## config.mk

```make
export PLATFORM = sky130hd
export DESIGN_NAME = integer_to_ascii_formatter_top
export DESIGN_NICKNAME = d
export VERILOG_FILES = /design/src/design/i2a_pkg.sv /design/src/design/i2a_front.sv /design/src/design/i2a_queue.sv /design/src/design/i2a_back.sv /design/src/design/integer_to_ascii_formatter_top.sv
export SDC_FILE = /design/constraint.sdc
export NUM_CORES = 1
export LEC_CHECK = 0
export ABC_CLOCK_PERIOD_IN_PS = 7400
export BUFFER_PORTS_ARGS = -buffer_cell sky130_fd_sc_hd__buf_2
export CORE_MARGIN = 3
export CORE_UTILIZATION = 59
export DETAILED_ROUTE_END_ITERATION = 12
export HOLD_SLACK_MARGIN = 0.06
export PLACE_DENSITY = 0.87
export SLEW_MARGIN = 0
export SYNTH_ARGS = -nofsm -noshare
export SYNTH_HDL_FRONTEND = slang
export SYNTH_SLANG_ARGS = --single-unit
```

## constraint.sdc

```tcl
create_clock -name i_clk -period 7.4 [get_ports i_clk]
set_clock_uncertainty 0.1 [all_clocks]
set_input_delay 1.48 -clock i_clk [delete_from_list [all_inputs] [get_ports i_clk]]
set_output_delay 1.48 -clock i_clk [all_outputs]
set_load 0.02 [all_outputs]
```

## src/design/i2a_pkg.sv

```systemverilog
// Shared types and constants for the integer to ASCII formatter.
// Holds the job record passed from the front end to the back end, the back-end states,
// the character codes and the hex digit helper. No dependencies.
package i2a_pkg;

    localparam int VALUE_W    = 32;
    localparam int DEC_DIGITS = 10;
    localparam int BCD_W      = 4 * DEC_DIGITS;

    localparam logic [3:0] WIDTH_MAX = 4'd9;

    localparam logic KIND_DEC = 1'b0;
    localparam logic KIND_PTR = 1'b1;

    localparam logic [7:0] CH_ZERO  = 8'h30;
    localparam logic [7:0] CH_LOW_A = 8'h61;
    localparam logic [7:0] CH_X     = 8'h78;
    localparam logic [7:0] CH_MINUS = 8'h2d;
    localparam logic [7:0] CH_SPACE = 8'h20;

    // One formatting job after classification.
    typedef struct packed {
        logic [VALUE_W-1:0] mag;      // magnitude (decimal) or raw word (pointer)
        logic               neg;
        logic               kind;
        logic [3:0]         width;    // saturated to WIDTH_MAX
        logic               zero_pad;
        logic [3:0]         hex_nd;   // significant hex digits, 1..8
    } t_job;

    typedef enum logic [1:0] {
        ST_IDLE,
        ST_CONV,
        ST_SCAN,
        ST_EMIT
    } t_state;

    function automatic logic [7:0] hex_char(input logic [3:0] d);
        logic [7:0] c;
        if (d < 4'd10) begin
            c = CH_ZERO + {4'd0, d};
        end else begin
            c = CH_LOW_A + {4'd0, d} - 8'd10;
        end
        return c;
    endfunction

endpackage

```

## src/design/i2a_front.sv

```systemverilog
// Front end of the formatter: accepts input beats and classifies them into jobs.
// Forms sign and magnitude, saturates the width and counts hex digits.
// Depends on i2a_pkg.
module i2a_front
    import i2a_pkg::*;
(
    input  logic        i_clk,
    input  logic        i_rst_n,
    input  logic        i_in_valid,
    output logic        o_in_stall,
    input  logic [31:0] i_value,
    input  logic        i_kind,
    input  logic [3:0]  i_width,
    input  logic        i_zero_pad,
    output logic        o_push,
    output t_job        o_job,
    input  logic        i_full
);

    logic r_valid;
    t_job r_job;
    t_job n_job;
    logic accept;

    assign o_in_stall = r_valid && i_full;
    assign accept     = i_in_valid && !o_in_stall;
    assign o_push     = r_valid && !i_full;
    assign o_job      = r_job;

    always_comb begin
        n_job.kind     = i_kind;
        n_job.neg      = (i_kind == KIND_DEC) && i_value[31];
        n_job.mag      = n_job.neg ? (32'd0 - i_value) : i_value;
        n_job.width    = (i_width > WIDTH_MAX) ? WIDTH_MAX : i_width;
        n_job.zero_pad = i_zero_pad;
        n_job.hex_nd   = 4'd1;
        for (int i = 1; i < 8; i++) begin
            if (i_value[i*4 +: 4] != 4'd0) begin
                n_job.hex_nd = 4'(i + 1);
            end
        end
    end

    always_ff @(posedge i_clk) begin
        if (!i_rst_n) begin
            r_valid <= 1'b0;
        end else begin
            r_valid <= accept || (r_valid && i_full);
        end
    end

    always_ff @(posedge i_clk) begin
        if (accept) begin
            r_job <= n_job;
        end
    end

endmodule

```

## src/design/i2a_queue.sv

```systemverilog
// Two-entry job queue between the front end and the back end.
// Lets either side stall on its own. Depends on i2a_pkg.
module i2a_queue
    import i2a_pkg::*;
(
    input  logic i_clk,
    input  logic i_rst_n,
    input  logic i_push,
    input  t_job i_job,
    output logic o_full,
    input  logic i_pop,
    output logic o_valid,
    output t_job o_job
);

    t_job       r_mem [2];
    logic       r_wr;
    logic       r_rd;
    logic [1:0] r_count;

    assign o_full  = (r_count == 2'd2);
    assign o_valid = (r_count != 2'd0);
    assign o_job   = r_mem[r_rd];

    always_ff @(posedge i_clk) begin
        if (!i_rst_n) begin
            r_wr    <= 1'b0;
            r_rd    <= 1'b0;
            r_count <= 2'd0;
        end else begin
            if (i_push) begin
                r_wr <= ~r_wr;
            end
            if (i_pop) begin
                r_rd <= ~r_rd;
            end
            if (i_push && !i_pop) begin
                r_count <= r_count + 2'd1;
            end else if (i_pop && !i_push) begin
                r_count <= r_count - 2'd1;
            end
        end
    end

    always_ff @(posedge i_clk) begin
        if (i_push) begin
            r_mem[r_wr] <= i_job;
        end
    end

    a_no_overflow: assert property (@(posedge i_clk) disable iff (!i_rst_n)
        i_push |-> (r_count != 2'd2))
        else $error("queue written while full");

    a_no_underflow: assert property (@(posedge i_clk) disable iff (!i_rst_n)
        i_pop |-> (r_count != 2'd0))
        else $error("queue read while empty");

endmodule

```

## src/design/i2a_back.sv

```systemverilog
// Back end of the formatter: bit-serial binary to BCD, digit count, character emit.
// Drives the registered output channel. Depends on i2a_pkg.
module i2a_back
    import i2a_pkg::*;
#(
    parameter int PTR_MIN_DIGITS = 8
) (
    input  logic       i_clk,
    input  logic       i_rst_n,
    input  logic       i_job_valid,
    input  t_job       i_job,
    output logic       o_pop,
    output logic       o_out_valid,
    input  logic       i_out_stall,
    output logic [7:0] o_char_code,
    output logic       o_last_char
);

    localparam int PTR_LEN = 2 + ((PTR_MIN_DIGITS > 8) ? PTR_MIN_DIGITS : 8);
    localparam int MAX_LEN = (PTR_LEN > DEC_DIGITS + 1) ? PTR_LEN : DEC_DIGITS + 1;
    localparam int LEN_W   = $clog2(MAX_LEN + 1);
    localparam int POS_W   = $clog2(MAX_LEN);

    t_state             r_state;
    t_state             n_state;
    t_job               r_job;
    logic [VALUE_W-1:0] r_bin;
    logic [BCD_W-1:0]   r_bcd;
    logic [BCD_W-1:0]   n_bcd;
    logic [4:0]         r_cnt;
    logic [3:0]         r_nd;
    logic [POS_W-1:0]   r_pos;
    logic [POS_W-1:0]   r_top;
    logic               r_out_valid;
    logic [7:0]         r_char;
    logic               r_last;

    logic               emit_go;
    logic               out_take;
    logic [3:0]         dec_nd;
    logic [LEN_W-1:0]   dec_body;
    logic [LEN_W-1:0]   dec_len;
    logic [LEN_W-1:0]   hex_d;
    logic [LEN_W-1:0]   scan_len;
    logic [POS_W-1:0]   scan_top;
    logic [3:0]         dec_digit;
    logic [7:0]         emit_char;

    assign o_out_valid = r_out_valid;
    assign o_char_code = r_char;
    assign o_last_char = r_last;

    // Next state.
    always_comb begin
        n_state = r_state;
        case (r_state)
            ST_IDLE: begin
                if (i_job_valid) begin
                    n_state = (i_job.kind == KIND_PTR) ? ST_SCAN : ST_CONV;
                end
            end
            ST_CONV: begin
                if (r_cnt == 5'd0) begin
                    n_state = ST_SCAN;
                end
            end
            ST_SCAN: n_state = ST_EMIT;
            ST_EMIT: begin
                if (emit_go && (r_pos == '0)) begin
                    n_state = ST_IDLE;
                end
            end
            default: n_state = ST_IDLE;
        endcase
    end

    // Control outputs.
    always_comb begin
        o_pop    = (r_state == ST_IDLE) && i_job_valid;
        emit_go  = (r_state == ST_EMIT) && (!r_out_valid || !i_out_stall);
        out_take = r_out_valid && !i_out_stall;
    end

    // Double-dabble step: adjust every digit, then shift in the next bit.
    always_comb begin
        logic [BCD_W-1:0] adj;
        adj = r_bcd;
        for (int i = 0; i < DEC_DIGITS; i++) begin
            if (r_bcd[i*4 +: 4] >= 4'd5) begin
                adj[i*4 +: 4] = r_bcd[i*4 +: 4] + 4'd3;
            end
        end
        n_bcd = {adj[BCD_W-2:0], r_bin[VALUE_W-1]};
    end

    // Text length from digit count, sign and field width, or from the hex digit count for a pointer.
    always_comb begin
        dec_nd = 4'd1;
        for (int i = 1; i < DEC_DIGITS; i++) begin
            if (r_bcd[i*4 +: 4] != 4'd0) begin
                dec_nd = 4'(i + 1);
            end
        end
        dec_body = LEN_W'(dec_nd) + LEN_W'(r_job.neg);
        dec_len  = (dec_body > LEN_W'(r_job.width)) ? dec_body : LEN_W'(r_job.width);
        hex_d    = (LEN_W'(r_job.hex_nd) > LEN_W'(PTR_MIN_DIGITS)) ?
                   LEN_W'(r_job.hex_nd) : LEN_W'(PTR_MIN_DIGITS);
        scan_len = (r_job.kind == KIND_PTR) ? (hex_d + LEN_W'(2)) : dec_len;
        scan_top = POS_W'(scan_len - LEN_W'(1));
    end

    always_comb begin
        case (r_pos[3:0])
            4'd0:    dec_digit = r_bcd[3:0];
            4'd1:    dec_digit = r_bcd[7:4];
            4'd2:    dec_digit = r_bcd[11:8];
            4'd3:    dec_digit = r_bcd[15:12];
            4'd4:    dec_digit = r_bcd[19:16];
            4'd5:    dec_digit = r_bcd[23:20];
            4'd6:    dec_digit = r_bcd[27:24];
            4'd7:    dec_digit = r_bcd[31:28];
            4'd8:    dec_digit = r_bcd[35:32];
            4'd9:    dec_digit = r_bcd[39:36];
            default: dec_digit = 4'd0;
        endcase
    end

    // Character at the current position, counted from the right end.
    always_comb begin
        if (r_job.kind == KIND_PTR) begin
            if (r_pos == r_top) begin
                emit_char = CH_ZERO;
            end else if (r_pos == r_top - POS_W'(1)) begin
                emit_char = CH_X;
            end else if (r_pos < POS_W'(8)) begin
                emit_char = hex_char(r_bin[{r_pos[2:0], 2'b00} +: 4]);
            end else begin
                emit_char = CH_ZERO;
            end
        end else if (r_pos < POS_W'(r_nd)) begin
            emit_char = CH_ZERO + {4'd0, dec_digit};
        end else if (r_job.zero_pad) begin
            emit_char = (r_job.neg && (r_pos == r_top)) ? CH_MINUS : CH_ZERO;
        end else begin
            emit_char = (r_job.neg && (r_pos == POS_W'(r_nd))) ? CH_MINUS : CH_SPACE;
        end
    end

    always_ff @(posedge i_clk) begin
        if (!i_rst_n) begin
            r_state     <= ST_IDLE;
            r_out_valid <= 1'b0;
        end else begin
            r_state <= n_state;
            if (emit_go) begin
                r_out_valid <= 1'b1;
            end else if (out_take) begin
                r_out_valid <= 1'b0;
            end
        end
    end

    always_ff @(posedge i_clk) begin
        if (o_pop) begin
            r_job <= i_job;
            r_bin <= i_job.mag;
            r_bcd <= '0;
            r_cnt <= 5'd31;
        end
        if (r_state == ST_CONV) begin
            r_bcd <= n_bcd;
            r_bin <= {r_bin[VALUE_W-2:0], 1'b0};
            r_cnt <= r_cnt - 5'd1;
        end
        if (r_state == ST_SCAN) begin
            r_nd  <= (r_job.kind == KIND_PTR) ? r_job.hex_nd : dec_nd;
            r_top <= scan_top;
            r_pos <= scan_top;
        end
        if (emit_go) begin
            r_char <= emit_char;
            r_last <= (r_pos == '0);
            r_pos  <= r_pos - POS_W'(1);
        end
    end

    a_conv_done: assert property (@(posedge i_clk) disable iff (!i_rst_n)
        (r_state == ST_CONV && r_cnt == 5'd0) |=> (r_state == ST_SCAN))
        else $error("conversion did not finish after 32 steps");

    a_nd_range: assert property (@(posedge i_clk) disable iff (!i_rst_n)
        (r_state == ST_EMIT) |-> (r_nd != 4'd0 && r_nd <= 4'd10))
        else $error("digit count out of range");

    a_pos_range: assert property (@(posedge i_clk) disable iff (!i_rst_n)
        (r_state == ST_EMIT) |-> (r_pos <= r_top && int'(r_top) < MAX_LEN))
        else $error("emit position out of range");

endmodule

```

## src/design/integer_to_ascii_formatter_top.sv

```systemverilog
// Top level of the integer to ASCII formatter.
// Instantiates i2a_front, i2a_queue and i2a_back; depends on i2a_pkg.
//
// Usage:
//   Input channel (i_in_valid / o_in_stall) takes one beat per value: the word,
//   its kind (signed decimal or "0x" pointer), a field width and a zero-pad flag.
//   Output channel (o_out_valid / i_out_stall) sends one beat per ASCII character;
//   o_last_char marks the final character of a value's text.
//   A beat moves on a rising edge with valid high and stall low.
// Flow:
//   A beat is classified into a front register and queued (two entries).
//   The back end handles one value at a time: a decimal value is popped,
//   converted bit-serially from binary to BCD, its text sized, then its
//   characters sent while the output does not stall; L <= 11 characters.
//   A pointer value skips conversion; its length is L = 2 + max(digits,
//   PTR_MIN_DIGITS). The conversion loop sets the decimal rate.
// Reset: i_rst_n synchronous active low; empties the queue and output register.
// Stall: when i_out_stall holds, the current character is kept and the back end
//   waits; the queue fills, then o_in_stall rises.
module integer_to_ascii_formatter_top
    import i2a_pkg::*;
#(
    parameter int PTR_MIN_DIGITS = 8
) (
    input  logic        i_clk,
    input  logic        i_rst_n,
    input  logic        i_in_valid,
    output logic        o_in_stall,
    input  logic [31:0] i_value,
    input  logic        i_kind,
    input  logic [3:0]  i_width,
    input  logic        i_zero_pad,
    output logic        o_out_valid,
    input  logic        i_out_stall,
    output logic [7:0]  o_char_code,
    output logic        o_last_char
);

    t_job front_job;
    t_job queue_job;
    logic push;
    logic full;
    logic pop;
    logic queue_valid;

    // Accept and classify.
    i2a_front u_front (
        .i_clk      (i_clk),
        .i_rst_n    (i_rst_n),
        .i_in_valid (i_in_valid),
        .o_in_stall (o_in_stall),
        .i_value    (i_value),
        .i_kind     (i_kind),
        .i_width    (i_width),
        .i_zero_pad (i_zero_pad),
        .o_push     (push),
        .o_job      (front_job),
        .i_full     (full)
    );

    // Decouple front and back.
    i2a_queue u_queue (
        .i_clk   (i_clk),
        .i_rst_n (i_rst_n),
        .i_push  (push),
        .i_job   (front_job),
        .o_full  (full),
        .i_pop   (pop),
        .o_valid (queue_valid),
        .o_job   (queue_job)
    );

    // Convert and emit characters.
    i2a_back #(
        .PTR_MIN_DIGITS (PTR_MIN_DIGITS)
    ) u_back (
        .i_clk       (i_clk),
        .i_rst_n     (i_rst_n),
        .i_job_valid (queue_valid),
        .i_job       (queue_job),
        .o_pop       (pop),
        .o_out_valid (o_out_valid),
        .i_out_stall (i_out_stall),
        .o_char_code (o_char_code),
        .o_last_char (o_last_char)
    );

endmodule

```

==> results_dict.tcl, run 1 <==
set metrics [dict create \
    grt.total_usage_pct 21.3 \
    hold_violations 0 \
    drt-pass1-iter-count 5 \
    hold_buffers 0 \
    synth_cells 956 \
    rsz0062_at_grt "false" \
    wire_per_inst_um 18.4 \
    powerDensity_mw_per_mm2 421 \
    maxCapViolCount 0 \
    globalplace.congestion 0.874 \
    cts_resized 0 \
    final.min_clock_period_ns 4.99 \
    cts_tree "yes" \
    end_kind "flop" \
    combPwrFrac_pct 34.6 \
    critPathArrivalTime_ns 5.14 \
    ioPinCount 53 \
    yosys_warnings 0 \
    grt_overflow 0 \
    ys.flop_type "edfxtp_1" \
    post_cts_buffers 0 \
    routed_wl_um 23600 \
    ys_seq_area_share_pct 60.1 \
    initial_core_util_pct 61.1 \
    finalCritPeriodShare_pct 67.4 \
    synth_top_cell_area_share_pct 58.4 \
    syn_nets 1043 \
    pwr-share-seq_pct 43.8 \
    ctsLongestPathBuffers 3 \
    crit_buf_inv 2 \
    grt_max_degree 90 \
    fmax_mhz 201 \
    synth_seq_cells 246 \
    netlist.top_cell.by_area "edfxtp_1" \
    core_area_mm2 0.0198 \
    antenna_found_initial 0 \
    finalSetupViolations 0 \
    synthArstFlopShare_pct 0 \
    critPathTopFamily "simple AND/OR/NAND/NOR gates" \
    final_cells 1284 \
    yosys-top-cells-count "236 x edfxtp_1, 91 x nand2_1, 49 x inv_1, 48 x nor2_1, 45 x ha_1" \
    worstMarginPinSlew_ns 1.18 \
    crit_required_ns 7.55 \
    ant_nets 0 \
    via_per_inst 5.97 \
    internal-power_uw 3590 \
    start_kind "flop" \
    critPathMaxStageDelay_ns 0.47 \
    antenna_cells 0 \
    p_clk_share_pct 21.6 \
    relSlewSlack_pct 21.5 \
    slowest_stage "edfxtp_1" \
    dp_hpwl_um 15700 \
    die_area_mm2 0.0223 \
    die_y_um 149 \
    fill_cells 1314 \
    rows 51 \
    switching_share_pct 36.4 \
    synth_edf_count 236 \
    crit_fanout 5 \
    synth_cell_type_count 66 \
    grt_pass1_vias 7426 \
    crit_top_cell "ha_1" \
    drive_gt1_share_pct 13.2 \
    hp-class "reg -> reg" \
    vias 7665 \
    cts_inserted_buffers 25 \
    synth.area.top_cells "edfxtp_1 58%, ha_1 4.6%, mux2i_1 3.0%" \
    leakage_uw 0.00476 \
    drc_errors 0 \
    outcome "finished, final reports clean" \
    clk_pin_slew_ns 0.06 \
    area_growth_syn_to_layout_pct 10.6 \
    synth_area_mm2 0.0121 \
    h-tree-depth 1 \
    drt_iter0_drc 651 \
    grt_pass1_wl_um 37900 \
    cp_cell_sequence "inv_1 -> ha_1 -> or3b_1 -> o21ai_0 -> a21boi_0 -> o21a_1 -> ha_1 -> ha_1 -> or3_4 -> nand2_1 -> ha_1 -> o21ai_0 -> nor2b_1 -> o21ai_0 -> a22oi_1 -> inv_1 -> ha_1 -> nor4_1 -> a211oi_1" \
    clock_sinks 246 \
    switchingPower_uw 2050 \
    setup_tns_ns 0 \
    slew_viol_final 0 \
    crit_type "reg -> reg" \
    root_buffer "clkbuf_16" \
    syn_avg_cell_area_um2 12.7 \
    synth.most_common_cell "edfxtp_1" \
    fin_nets 1088 \
    ir_drop_v 0.000341 \
    dp.cells 1239 \
    port-buffer-count 51 \
    clk_latency_ns 0.52 \
    dieWidth_um 149 \
]
## sequential cells by signal, summed over array words and instances (netlist names), named ones only
register and count:
u_back.r_top 4, u_front.o_job 43, u_queue.r_wr 1, u_queue.r_rd 1, u_back.r_pos 4, u_back.r_bin 32, u_queue.r_mem 86, u_back.r_cnt 5
u_back.o_char_code 7, u_back.r_job 11, u_back.r_bcd 40, u_queue.r_count 2, u_back.r_state 2, u_front.r_valid 1, u_back.o_out_valid 1, u_back.r_nd 4
u_back.o_last_char 1
## power groups by stage
stage | Sequential (µW) | Combinational, µW | Clock, µW
3_5_place_dp | 2490 | 1920 | 0
2_1_floorplan | 2350 | 1540 | 0
5_1_grt | 2520 | 2170 | 1290
4_1_cts | 2470 | 1950 | 1230
6_report | 2470 | 1950 | 1220
3_3_place_gp | 2450 | 1850 | 0
## final cells by class
cell class / instances / area, µm² / share of cell area, %
clock inverters: 14 / 134 / 0.998
multi-input cells: 622 / 4520 / 33.7
flip-flops and latches: 246 / 7290 / 54.3
clock buffers: 31 / 658 / 4.91
inverters: 51 / 191 / 1.43
repair buffers: 55 / 285 / 2.13
well taps: 265 / 332 / 2.47
## cells by family after synthesis
logic type | count (synthesis) | synth area share [%]
XOR/XNOR | 65 | 4.69
adder cells (fa/ha/maj) | 45 | 4.64
other | 2 | 0.0619
flip-flops | 246 | 60.1
AO/OA/AOI/OAI | 189 | 10.6
buffers and inverters | 88 | 2.87
AND/OR/NAND/NOR | 263 | 11.3
multiplexers | 58 | 5.76
## final timing paths
path	to	depth (start not counted)	start	slack [ns]
worst max-delay path	u_back.r_pos[2]	19	u_back.r_bcd[16]	2.41
worst min-delay path	u_queue.r_mem[1][37]	0	u_front.o_job[37]	0.34
worst max register to register	u_back.r_pos[2]	19	u_back.r_bcd[16]	2.41
worst min register to register	u_queue.r_mem[1][37]	0	u_front.o_job[37]	0.34
## stage by stage
stage               setup slack, ns  util [%]  hold WS [ns]  total power, µW  area [µm²]
global placement               2.77      63.6         0.323             4310       12600
detailed placement             2.64      63.6         0.330             4410       12600
finish                         2.41      67.6         0.343             5640       13400
CTS                            2.51      67.6         0.347             5650       13400
global route                   2.14      67.6         0.361             5980       13400
floorplan                      3.06         -         0.321             3880       12100
## metal layers
| layer | part of all wire [%] | GRT usage, % |
|---|---|---|
| met5 | 0 | 0 |
| met4 | 2.8 | 6.82 |
| met3 | 6.3 | 3.22 |
| met2 | 49 | 35.8 |
| met1 | 42 | 28.9 |
## worst reg2reg max path, delay by kind of cell, from the launching register on
kind | cells | cell delay (ns)
AOI/OAI and AO/OA | 7 | 1.41
adders and majority gates | 5 | 1.11
buffers and inverters | 2 | 0.19
DFF | 1 | 0.47
and+or+nand+nor | 5 | 1.46
## layout by cell type, fill, tap and decap left out, types with 22 or more instances in the layout
| master | count |
|---|---|
| o21ai_0 | 39 |
| buf_2 | 51 |
| inv_1 | 49 |
| edfxtp_1 | 236 |
| ha_1 | 44 |
| xnor2_1 | 33 |
| clkbuf_16 | 25 |
| and2_1 | 22 |
| o31ai_1 | 34 |
| xor2_1 | 32 |
| mux2i_1 | 36 |
| a21oi_1 | 44 |
| nor2_1 | 47 |
| nand2b_1 | 23 |
| nand2_1 | 91 |
(Power assumes the default switching activity.)
==> inputs of run 2 (changes only) <==
ABC_CLOCK_PERIOD_IN_PS = 4100   (was 7400)
CORE_UTILIZATION = 56   (was 59)
PLACE_DENSITY = 0.86   (was 0.87)
clock period = 4.1 ns   (was 7.4 ns; I/O delays follow)
==> run 2 against run 1 <==
Effect of this change:
- the run now ends with negative setup slack left
- critical path depth stayed put
- utilization is 0.99 points lower
- fmax is 18% higher
- final cell count is 5.1% higher
- die area is 5.1% higher
- global-route usage is 0.70 points lower
- combinational power is 120% higher
- first-iteration DRC count is 21% higher
==> results_dict.tcl, run 2 (synthesized netlist as in run 1, its figures left out) <==
set metrics [dict create \
    setup_tns_ns -0.427 \
    grt_overflow 0 \
    die_area_mm2 0.0235 \
    powerDensity_mw_per_mm2 775 \
    ctsLongestPathBuffers 3 \
    clk_pin_slew_ns 0.06 \
    area_growth_syn_to_layout_pct 16.2 \
    dp_hpwl_um 16200 \
    antenna_cells 0 \
    die_y_um 153 \
    port-buffer-count 51 \
    worstMarginPinSlew_ns 1.15 \
    h-tree-depth 1 \
    crit_fanout 3 \
    maxCapViolCount 0 \
    pwr-share-seq_pct 40.0 \
    grt.total_usage_pct 20.6 \
    hold_buffers 0 \
    grt_pass1_vias 7924 \
    end_kind "flop" \
    outcome "finished, violations left" \
    finalSetupViolations 5 \
    initial_core_util_pct 57.3 \
    clock_sinks 246 \
    most-common-layout-cells "236 x edfxtp_1, 90 x nand2_1, 61 x buf_4" \
    final.min_clock_period_ns 4.24 \
    largest-register "u_queue.r_mem" \
    routed_wl_um 24700 \
    leakage_uw 0.00509 \
    internal-power_uw 6960 \
    finalCritPeriodShare_pct 103 \
    fill_cells 1374 \
    ant_nets 0 \
    final_cell_area_mm2 0.0141 \
    grt_max_degree 110 \
    core_area_mm2 0.0212 \
    antenna_found_initial 0 \
    via_per_inst 5.95 \
    start_kind "flop" \
    rows 53 \
    clk_latency_ns 0.53 \
    cts_inserted_buffers 25 \
    fmax_mhz 236 \
    globalplace.congestion 0.917 \
    dr.max_layer_used "met4" \
    crit_type "reg -> reg" \
    fin_util_pct 66.6 \
    cts_tree "yes" \
    violations "negative setup slack" \
    hold_violations 0 \
    ioPinCount 53 \
    drt_iter0_drc 789 \
    wire_per_inst_um 18.3 \
    pre_cts_ws_ns -0.280 \
    root_buffer "clkbuf_16" \
    critPathArrivalTime_ns 4.40 \
    worst_slack_ns -0.137 \
    drt-pass1-iter-count 7 \
    crit_required_ns 4.26 \
    dieWidth_um 153 \
    grt_pass1_wl_um 40000 \
    slew_viol_final 0 \
    drc_errors 0 \
    wl_met1_um 10100 \
    fin_nets 1146 \
    met2_length_um 12300 \
    switchingPower_uw 3960 \
    switching_share_pct 36.3 \
    power_uw 10900 \
    relSlewSlack_pct 23.3 \
    ir_drop_v 0.000507 \
    wl_met3_um 1520 \
    vias 8033 \
    hp-class "reg -> reg" \
    final_common_cell "edfxtp_1" \
    postPlaceCellArea_mm2 0.0130 \
    drive_gt1_share_pct 21.5 \
    largest_reg_flops 86 \
    p_clk_share_pct 20.4 \
    combPwrFrac_pct 39.6 \
    rsz0062_at_grt "true" \
]
-- run 2: cell count changes in the layout (fill, tap and decap cells not counted), sizes merged --
| cell | previous run | this run |
|---|---|---|
| buf | 55 | 113 |
| bufinv | 2 | 3 |
| clkbuf | 31 | 28 |
| clkinv | 10 | 13 |
| clkinvlp | 3 | 0 |
-- run 2: what timing repair did --
| item | CTS | global route |
|---|---|---|
| resized for setup | 29 | 14 |
| pin swaps | 15 | 14 |
| setup endpoints to repair | 6 | 6 |
| setup buffers | 7 | 6 |
| gates cloned | 0 | 0 |
-- run 2: worst max-delay path, cell delays in order, from the launching register on --
cell	delay, ns
edfxtp_1	0.41
inv_2	0.10
ha_4	0.12
or3b_4	0.39
nor4b_4	0.30
nor3_2	0.09
o211ai_1	0.18
nand2_1	0.11
ha_2	0.21
or3_4	0.35
nand2_4	0.09
ha_4	0.21
o21ai_4	0.14
nand2b_1	0.11
buf_4	0.17
a32oi_2	0.20
o211ai_1	0.22
nor4_4	0.26
buf_4	0.16
o31ai_2	0.06
-- run 2: worst paths after layout --
kind	startpoint	slack [ns]	endpoint	depth (start not counted)
worst max-delay path	u_back.r_bcd[5]	-0.14	u_back.r_pos[3]	19
worst min-delay path	u_front.o_job[40]	0.34	u_queue.r_mem[0][40]	0
worst max register to register	u_back.r_bcd[5]	-0.14	u_back.r_pos[3]	19
worst min register to register	u_front.o_job[40]	0.34	u_queue.r_mem[0][40]	0
-- run 2: area by class of cell --
type | instances | area [µm²] | area share [%]
Clock buffer | 28 | 637 | 4.52
Clock inverter | 15 | 159 | 1.13
Inverter | 51 | 191 | 1.36
Multi-Input combinational cell | 622 | 4740 | 33.7
Sequential cell | 246 | 7290 | 51.7
Tap cell | 275 | 344 | 2.44
Timing Repair Buffer | 113 | 724 | 5.14
-- run 2: metrics by stage --
stage | cells | hold WS (ns)
2_1_floorplan | 956 | 0.321
3_3_place_gp | 1294 | 0.322
3_5_place_dp | 1294 | 0.334
4_1_cts | 1344 | 0.343
5_1_grt | 1350 | 0.359
6_report | 1350 | 0.340
-- run 2: layer usage --
layer / vias to the layer above / GRT usage (%)
met5: - / 0
li1: 3755 / -
met1: 3888 / 27.0
met3: 69 / 3.54
met4: 0 / 7.30
met2: 321 / 34.9
-- run 2: power by group through the flow --
stage / Clock (µW) / Combinational (µW) / Sequential (µW)
floorplan: 0 / 2800 / 4240
global placement: 0 / 3750 / 4340
detailed placement: 0 / 3900 / 4390
CTS: 2250 / 4140 / 4350
global route: 2350 / 4750 / 4450
finish: 2220 / 4320 / 4370
==> inputs of run 3 (changes only) <==
CORE_ASPECT_RATIO = 0.75   (was not set)
==> run 3 against run 2 <==
Effect of this change:
- the run still ends with negative setup slack left
- clock power is 2% lower
- first-iteration DRC count up 18%
- worst setup slack lost 0.039 ns
- combinational power is 1% higher
- power about the same
- global-route usage up 0.84 points
- critical path depth shrank 1
- utilization grew 1.3 points
- register-to-register slack lost 0.04 ns
- count of clock-buffer cells in the layout up 11
- critical endpoint unchanged
- highest routed layer unchanged
==> results_dict.tcl, run 3 (synthesized netlist as in run 1, its figures left out) <==
set metrics [dict create \
    critPathTopFamily "compound AO/OA/AOI/OAI gates" \
    relSlewSlack_pct 25.5 \
    crit_buf_inv 2 \
    ctsLongestPathBuffers 3 \
    routed_wl_um 25400 \
    reg2reg_to "u_back.r_pos[3]" \
    finalCritPeriodShare_pct 104 \
    outcome "finished, violations left" \
    critPathMaxStageDelay_ns 0.45 \
    holdCritStartpoint "u_front.o_job[18]" \
    antenna_found_initial 0 \
    clk_pin_slew_ns 0.06 \
    pre_cts_ws_ns -0.290 \
    wire_per_inst_um 18.7 \
    critPathArrivalTime_ns 4.54 \
    grt_overflow 0 \
    grt_pass1_wl_um 40500 \
    final.min_clock_period_ns 4.28 \
    drive_gt1_share_pct 20.4 \
    hold_depth 0 \
    die_area_mm2 0.0235 \
    violations "negative setup slack" \
    crit_required_ns 4.36 \
    antenna_cells 0 \
    powerDensity_mw_per_mm2 776 \
    final_common_cell "edfxtp_1" \
    cts_inserted_buffers 24 \
    largest-register "u_queue.r_mem" \
    most-common-layout-cells "236 x edfxtp_1, 90 x nand2_1, 57 x buf_4" \
    drt_iter0_drc 929 \
    fill_cells 1427 \
    grt_pass1_vias 7911 \
    start_kind "flop" \
    whs_ns 0.342 \
    cp_cell_sequence "inv_1 -> ha_2 -> or3b_4 -> a21oi_2 -> o21ai_1 -> a21boi_1 -> o21a_1 -> ha_2 -> ha_4 -> or3_4 -> nand2_4 -> ha_4 -> o41a_1 -> buf_4 -> a32oi_1 -> o211ai_1 -> o31a_1 -> o31ai_2" \
    cts_tree "yes" \
    initial_core_util_pct 58.5 \
    worst_slack_ns -0.176 \
    crit_fanout 3 \
    hp-class "reg -> reg" \
    dieWidth_um 176 \
    hold_violations 0 \
    die_y_um 133 \
    rsz0062_at_grt "true" \
    fin_nets 1141 \
    reg2reg_from "u_back.r_bcd[12]" \
    crit_type "reg -> reg" \
    r2r.worst_path.cells 18 \
    clk_latency_ns 0.53 \
    h-tree-depth 1 \
    area_growth_syn_to_layout_pct 16.0 \
    power_uw 10900 \
    drt-pass1-iter-count 7 \
    via_per_inst 5.93 \
    port-buffer-count 51 \
    root_buffer "clkbuf_16" \
    end_kind "flop" \
    largest_reg_flops 86 \
    ant_nets 0 \
    postPlaceCellArea_mm2 0.0130 \
    vias 8026 \
    rrSetupSlack_ns -0.18 \
    maxCapViolCount 0 \
    final_cell_area_mm2 0.0141 \
    core_area_mm2 0.0207 \
    grt_max_degree 85 \
    fmax_mhz 234 \
    worstMarginPinSlew_ns 1.12 \
    leakage_uw 0.00506 \
    clock_sinks 246 \
    finalSetupViolations 5 \
    slowest_stage "o41a_1" \
    ioPinCount 53 \
    globalplace.congestion 0.917 \
    drc_errors 0 \
    grt.total_usage_pct 21.4 \
    rows 45 \
    fin_util_pct 67.9 \
    hold_end "u_queue.r_mem[0][18]" \
    ir_drop_v 0.000498 \
    dp_hpwl_um 16400 \
    slew_viol_final 0 \
]
==> run 3: cell count changes in the layout (fill, tap and decap cells not counted), moves of 2 or more <==
cell and delta:
buf_4 -4, bufinv_16 -2, clkbuf_1 +7, clkbuf_8 +5
clkinv_2 -6, clkinv_4 -2, ha_2 -2
==> run 3: cell type report <==
class	instances	area [µm²]	area share (%)
Multi-Input combinational cell	622	4750	33.8
Inverter	51	191	1.36
Sequential cell	246	7290	51.8
Clock inverter	5	80.1	0.569
Tap cell	282	353	2.51
Clock buffer	39	707	5.03
Timing Repair Buffer	109	694	4.94
==> run 3: through the flow <==
step	TNS, ns	instances
floorplan	0	956
global placement	-0.333	1303
detailed placement	-1.20	1303
CTS	-0.0213	1354
global route	-1.36	1354
finish	-0.624	1354
==> run 3: routing by layer <==
| metal | GRT usage (%) | vias to the layer above | wire [µm] |
|---|---|---|---|
| met5 | 0 | - | 0 |
| met4 | 6.07 | 0 | 642 |
| met3 | 4.05 | 56 | 1920 |
| met2 | 35.3 | 355 | 12100 |
| met1 | 29.4 | 3878 | 10700 |
| li1 | - | 3737 | - |
==> run 3: worst max path at each step <==
stage,from,cells after the start,slack [ns],endpoint
floorplan,u_back.r_bcd[16],20,0.01,u_back.r_pos[1]
global placement,u_back.r_bcd[17],20,-0.12,u_back.r_pos[1]
detailed placement,u_back.r_bcd[12],18,-0.29,u_back.r_pos[3]
CTS,u_back.r_bcd[4],20,-0.02,u_back.r_pos[3]
global route,u_back.r_bcd[5],19,-0.30,u_back.r_pos[2]
finish,u_back.r_bcd[12],18,-0.18,u_back.r_pos[3]
==> run 3: timing repair <==
action                     in CTS  in global routing
hold buffers                    0                  0
setup endpoints to repair       6                  6
pin swaps                      19                  1
resized for setup              31                 10
buffers inserted                7                  0
==> run 3: power breakdown <==
part           internal (µW)  switching [µW]
Sequential              3810             549
Combinational           1840            2540
Clock                   1250             926
Total                   6900            4020
==> run 3: worst reg2reg max path: stages, from the launching register on <==
cell and delay (ns):
edfxtp_1 0.42, inv_1 0.08, ha_2 0.17, or3b_4 0.40
a21oi_2 0.14, o21ai_1 0.09, a21boi_1 0.16, o21a_1 0.18
ha_2 0.22, ha_4 0.14, or3_4 0.13, nand2_4 0.05
ha_4 0.19, o41a_1 0.45, buf_4 0.17, a32oi_1 0.27
o211ai_1 0.22, o31a_1 0.34, o31ai_2 0.18
